### config.mk
export PLATFORM = sky130hd
export DESIGN_NAME = mi3_merge
export DESIGN_NICKNAME = d
export VERILOG_FILES = /design/src/rtl/mi3_pkg.sv /design/src/rtl/mi3_merge.sv
export SDC_FILE = /design/constraint.sdc
export NUM_CORES = 1
export LEC_CHECK = 0
export BUFFER_PORTS_ARGS = -buffer_cell sky130_fd_sc_hd__buf_2
export CAP_MARGIN = 20
export CELL_PAD_IN_SITES_DETAIL_PLACEMENT = 0
export CELL_PAD_IN_SITES_GLOBAL_PLACEMENT = 1
export CORE_ASPECT_RATIO = 0.5
export CORE_MARGIN = 4
export CORE_UTILIZATION = 45
export DETAILED_ROUTE_END_ITERATION = 8
export PLACE_DENSITY = 0.91
export SYNTH_ARGS = -nofsm -noshare
export SYNTH_HDL_FRONTEND = slang
export SYNTH_SLANG_ARGS = --single-unit
### constraint.sdc
create_clock -name clk_i -period 17.66 [get_ports clk_i]
set_clock_uncertainty 0.1 [all_clocks]
set_input_delay 2.649 -clock clk_i [delete_from_list [all_inputs] [get_ports clk_i]]
set_output_delay 2.649 -clock clk_i [all_outputs]
set_load 0.03 [all_outputs]
### src/rtl/mi3_pkg.sv
package mi3_pkg;

  // Fraction bits of the element format
  localparam int FRAC_BITS = 16;

  localparam int EW       = 32;                 // element width
  localparam int PW       = 2 * EW;             // product of two elements
  localparam int CW       = PW + 1;             // cofactor
  localparam int DW       = 3 * EW + 3;         // determinant
  localparam int RW       = DW;                 // divisor magnitude and remainder
  localparam int QW       = EW;                 // quotient bits kept
  localparam int NW       = PW + 2 * FRAC_BITS; // scaled cofactor magnitude
  localparam int NLANE    = 9;
  localparam int FRONT_ST = 6;
  localparam int DIV_ST   = QW + 1;
  localparam int NST      = FRONT_ST + DIV_ST + 1;

  typedef logic [EW-1:0] elem_w_t;
  typedef logic [NLANE-1:0][EW-1:0] mat_t;
  typedef logic [3:0] idx_t;

  // Element indices (row * 3 + col) of each cofactor: c = m[0]*m[1] - m[2]*m[3]
  localparam idx_t COF_TBL [NLANE][4] = '{
    '{4'd4, 4'd8, 4'd7, 4'd5},
    '{4'd7, 4'd2, 4'd1, 4'd8},
    '{4'd1, 4'd5, 4'd4, 4'd2},
    '{4'd6, 4'd5, 4'd3, 4'd8},
    '{4'd0, 4'd8, 4'd6, 4'd2},
    '{4'd3, 4'd2, 4'd0, 4'd5},
    '{4'd3, 4'd7, 4'd6, 4'd4},
    '{4'd6, 4'd1, 4'd0, 4'd7},
    '{4'd0, 4'd4, 4'd3, 4'd1}
  };

  typedef struct packed {
    logic [NW-1:0] num;
    logic          neg;
  } lane_op_t;

  typedef struct packed {
    logic [QW-1:0] quo;
    logic          ovf;
    logic          neg;
  } lane_res_t;

endpackage

### src/rtl/mi3_merge.sv
module mi3_merge (
  input  logic                                    clk_i,
  input  logic                                    en_i,
  input  mi3_pkg::lane_res_t [mi3_pkg::NLANE-1:0] res_i,
  input  logic                                    singular_i,
  output mi3_pkg::mat_t                           r_o,
  output logic                                    singular_o,
  output logic                                    saturated_o
);

  logic [mi3_pkg::NLANE-1:0] sat;
  mi3_pkg::mat_t             val;

  // Clip each lane to its signed limit and apply the sign
  for (genvar k = 0; k < mi3_pkg::NLANE; k++) begin : g_lane
    logic [mi3_pkg::QW-1:0] lim;
    logic [mi3_pkg::QW-1:0] mag;

    assign lim    = {res_i[k].neg, {(mi3_pkg::QW-1){~res_i[k].neg}}};
    assign sat[k] = res_i[k].ovf || (res_i[k].quo > lim);
    assign mag    = sat[k] ? lim : res_i[k].quo;
    assign val[k] = res_i[k].neg ? -mag : mag;
  end

  // Output register; zero everything on a singular matrix
  always_ff @(posedge clk_i) begin
    if (en_i) begin
      r_o         <= singular_i ? '0 : val;
      singular_o  <= singular_i;
      saturated_o <= !singular_i && (|sat);
    end
  end

endmodule

Word level (Yosys, flattened, before mapping)
Index checks and enable logic that the tools add are counted.
Widths: inputs -> output; s select.
- add/subtract/negate cells: 9
- bitwise gates (word level): 9
- order comparisons: 9
- muxes and demuxes: 18
- reductions and logical operators: 12
- operators by type and width (cell ; number):
    $mux 32 ; 18
    $gt 32x32->1 ; 9
    $neg 32->32 ; 9
    $logic_or 1x1->1 ; 9
    $not 1->1 ; 9
    $reduce_or 9->1 ; 1
    $logic_and 1x1->1 ; 1
    $logic_not 1->1 ; 1
- logic and storage cells: 68
- output and inout bits: 290
- register bits: 290
- bits of input ports: 309

Depth between registers and ports, before layout
- depth in word-level cells: 6
- gate-level depth with buffers: 22
- gate-level depth less buffers: 17

Worst setup path after synthesis
Ideal clock, no wire load.
- kind: input -> register
- from: in res_i[272] in the netlist's numbering
- to: reg r_o[284] in the netlist's numbering (data pin)
- arrival time: 7332 ps
- path buffers: 5
- cell stages on the path: 22
- library setup time: 180 ps
- slack: 10048 ps
- required time: 17380 ps
- cells stage by stage: clkbuf_1 -> inv_1 -> clkbuf_1 -> clkbuf_1 -> ha_1 -> nand4_1 -> nor3_1 -> a221o_1 -> o21a_1 -> nor3_1 -> buf_2 -> clkbuf_1 -> nor2_1 -> a21oi_1 -> ha_1 -> inv_1 -> nor4_2 -> nand3_1 -> or4_1 -> o31ai_1 -> o221ai_1 -> a221oi_1
- longest elaborated chain between the ends: 6
- RTL lines (element ; RTL line ; text):
    start: declaration ; mi3_merge.sv:4 ; input mi3_pkg::lane_res_t [mi3_pkg::NLANE-1:0] res_i,
    $not 1->1 ; mi3_merge.sv:19 ; assign lim = {res_i[k].neg, {(mi3_pkg::QW-1){~res_i[k].neg}}};
    $gt 32x32->1 ; mi3_merge.sv:20 ; assign sat[k] = res_i[k].ovf || (res_i[k].quo > lim);
    $logic_or 1x1->1 ; mi3_merge.sv:20 ;
    $mux 32 ; mi3_merge.sv:21 ; assign mag = sat[k] ? lim : res_i[k].quo;
    $neg 32->32 ; mi3_merge.sv:22 ; assign val[k] = res_i[k].neg ? -mag : mag;
    $mux 32 * ; mi3_merge.sv:22 ;
    end signal: assignment ; mi3_merge.sv:28 ; r_o <= singular_i ? '0 : val;
    end: declaration ; mi3_merge.sv:6 ; output mi3_pkg::mat_t r_o,
Mark *: on every way between the ends. The rest lies on a longest branch, timed or not.
A chain may end at the register's enable or synchronous reset.

Worst setup path after layout
- from: in res_i[238] in the netlist's numbering
- to: reg r_o[254] in the netlist's numbering (data pin)
The elaborated chain is that of the path after synthesis.

==> metrics.txt <==
register area share after synthesis roughly a third; ys async rst share 0%; Least-Margin Pin Slew approximately 1.1 ns; largest net degree at the start of global routing ~110; slack of the critical path between 9 and 10 ns; CTS Buf Count 31; CTS tree built; Critical Path End Type flip-flop; Avg Synthesized Cell Area 8.62 sq um; post-CTS sizing 0; top_reg_cell synth edfxtp_1; Root Driver clkbuf_16; Die ar. roughly 64000 sq um; H-Tree Depth 1; GP Congestion 0.908; Critical Path Fanout Max 70; clk buf depth 3; layout cells sized above 1 a little under a quarter; startpoint types input pin; hpwl dp 69.3 mm; number of nets with antenna violations after routing 0; Die H ~180 microns; first-pass GRT wire length 146 mm; Avg Vias per Cell about 6.3; Mapped Nets roughly 3800; dominant cells by area after synthesis edfxtp_1, ha_1, a21oi_1; Die Span X 355 microns; YS warnings 0; CP arrival about 9 ns; Net count, final between 4000 and 5000; Post-CTS Setup Inserts 0; Final TNS setup 0 ns; Synth top area share between 30% and 40%; Congestion Overflow GR 0; core area between 50000 and 60000 sq um; Post-synth EDFFs 290; PortBufs 598; Synth Cell Area between 20000 and 30000 sq um; count of cell types in the netlist around 90; worst rel slew slack 28.7%; drt total wl approximately 94 mm; Final Hold Fails 0; RSZ-0062 raised after global routing false; Final period util between 40% and 50%; effective utilization at floorplan a little under half; #FFs+latches synth between 200 and 300; vias in the first global route 26300; drt wl/cell 21.0 microns; Period minus WS final between 8 and 9 ns; Max Cap Viol 0; GRT Total Usage 27.6%; Max VDD drop 0.0733 mV; Highest Clock Rate about 120 MHz; Setup-failing EPs final 0; Pwr Total ~0.0023 W; status completed; initial antenna violation count 34; final core area utilization between 50% and 60%; post-synthesis cell count between 3000 and 4000; drc violations 0; io pins about 600; PwrDens 73.2 nW/um^2; Area Growth Syn to Fin 18.2%; Req. time, crit path about 18 ns; Vias 28200; Hold Crit Class in2reg; clock sinks between 200 and 300; critical path start-end classification in2reg; fill cell count ~5600; leakage power around 12 nW; TritonRoute pass-1 iters 6; Std-Cell Rows between 60 and 70; Slew Viols, Final 0; register clock-pin slew on the reported worst setup and hold paths ~0.07 ns; Iteration-0 DRC Markers about 2500; DP Worst Slack 8.70 ns; area leader, netlist edfxtp_1; cts hold-fix bufs 0
-- path summary, 6_finish.rpt --
check,start,endpoint,slack [ns],cells after the start
worst max-delay path,res_i[238],r_o[254]$_SDFFCE_PP0P_,9.08,17
worst min-delay path,res_i[271],r_o[255]$_SDFFCE_PP0P_,2.33,3
-- cells in the final DEF (no fill, tap or decap), drive strengths merged, types with 33 or more instances in the layout --
cell,netlist,layout
a211oi,49,49
a21oi,339,339
a221oi,65,65
and3,35,35
buf,28,639
clkbuf,153,34
diode,0,35
edfxtp,290,290
ha,297,297
inv,56,60
mux2,78,78
mux2i,33,33
nand2,266,266
nand3,79,79
nand4,82,82
nor2,277,277
nor3,137,137
nor4,75,75
o21ai,289,289
o31ai,33,33
or3,46,46
or4,44,44
-- kinds of logic (layout without fill, tap and decap cells) --
group                    Yosys count  in the layout  synth area share, %
adder cells (fa/ha/maj)          297            297                 13.7
other                              0             35                    0
buffers and inverters            244            760                 3.51
AO/OA/AOI/OAI                   1023           1023                 23.6
flip-flops                       290            290                 32.1
multiplexers                     111            111                 4.46
AND/OR/NAND/NOR                 1162           1162                 22.0
XOR/XNOR                          19             19                0.614
-- per-stage QoR --
step / cells / hold WS, ns / cell area [sq um]
finish: 4509 / 2.33 / 32000
global route: 4508 / 2.32 / 32000
CTS: 4473 / 2.28 / 31900
global placement: 4413 / 2.93 / 30700
floorplan: 3146 / 2.65 / 27100
detailed placement: 4415 / 2.93 / 30800
-- layer usage --
metal / share of wire, % / vias to the layer above / routed length (microns) / track usage [%]
li1: - / 13400 / - / -
met1: 40 / 13400 / 37800 / 34.4
met2: 49 / 1140 / 46300 / 47.7
met3: 5.7 / 242 / 5350 / 2.94
met4: 5.4 / 0 / 5060 / 14.4
met5: 0 / - / 0 / 0
-- power by group --
group          leakage [nW]  internal (W)  switching [W]  total (W)
clock network         0.553      0.000441       0.000316   0.000757
logic                  9.12      0.000227       0.000502   0.000729
registers              2.81      0.000837      0.0000202   0.000857
total                  12.5       0.00151       0.000838    0.00234
-- cell type report --
type / count / area [sq um] / area share (%)
Antenna cell: 35 / 87.6 / 0.273
Clock buffer: 34 / 787 / 2.46
Clock inverter: 24 / 348 / 1.09
Inverter: 63 / 236 / 0.738
Multi-Input combinational cell: 2612 / 17500 / 54.6
Sequential cell: 290 / 8710 / 27.2
Tap cell: 812 / 1020 / 3.17
Timing Repair Buffer: 639 / 3360 / 10.5
-- state kept, by name, summed over array words and instances (netlist names) --
name         cells
saturated_o      1
r_o            288
singular_o       1
-- critical path, cell delays in order --
cell and delay, ns:
buf_2 0.08, buf_4 0.57, inv_1 0.68, ha_1 0.53
nand4_1 0.12, or4_1 0.58, a311oi_2 0.48, or3_1 0.76
nand2_1 0.10, o21ai_0 0.11, ha_1 0.61, inv_1 0.35
or4_1 0.46, o311ai_0 0.33, o21a_1 0.17, o21ai_0 0.07
a31oi_1 0.20
-- synth_stat cells (46+ instances only) --
cell type,n
nor2_1,277
a211oi_1,49
ha_1,297
nand2_1,266
o21ai_0,289
nor3_1,128
clkbuf_1,153
or3_1,46
inv_1,56
a21oi_1,339
edfxtp_1,290
nand3_1,78
nand4_1,81
a221oi_1,65
mux2_2,77
nor4_1,71
No activity file was read; power rests on OpenSTA's default activity.
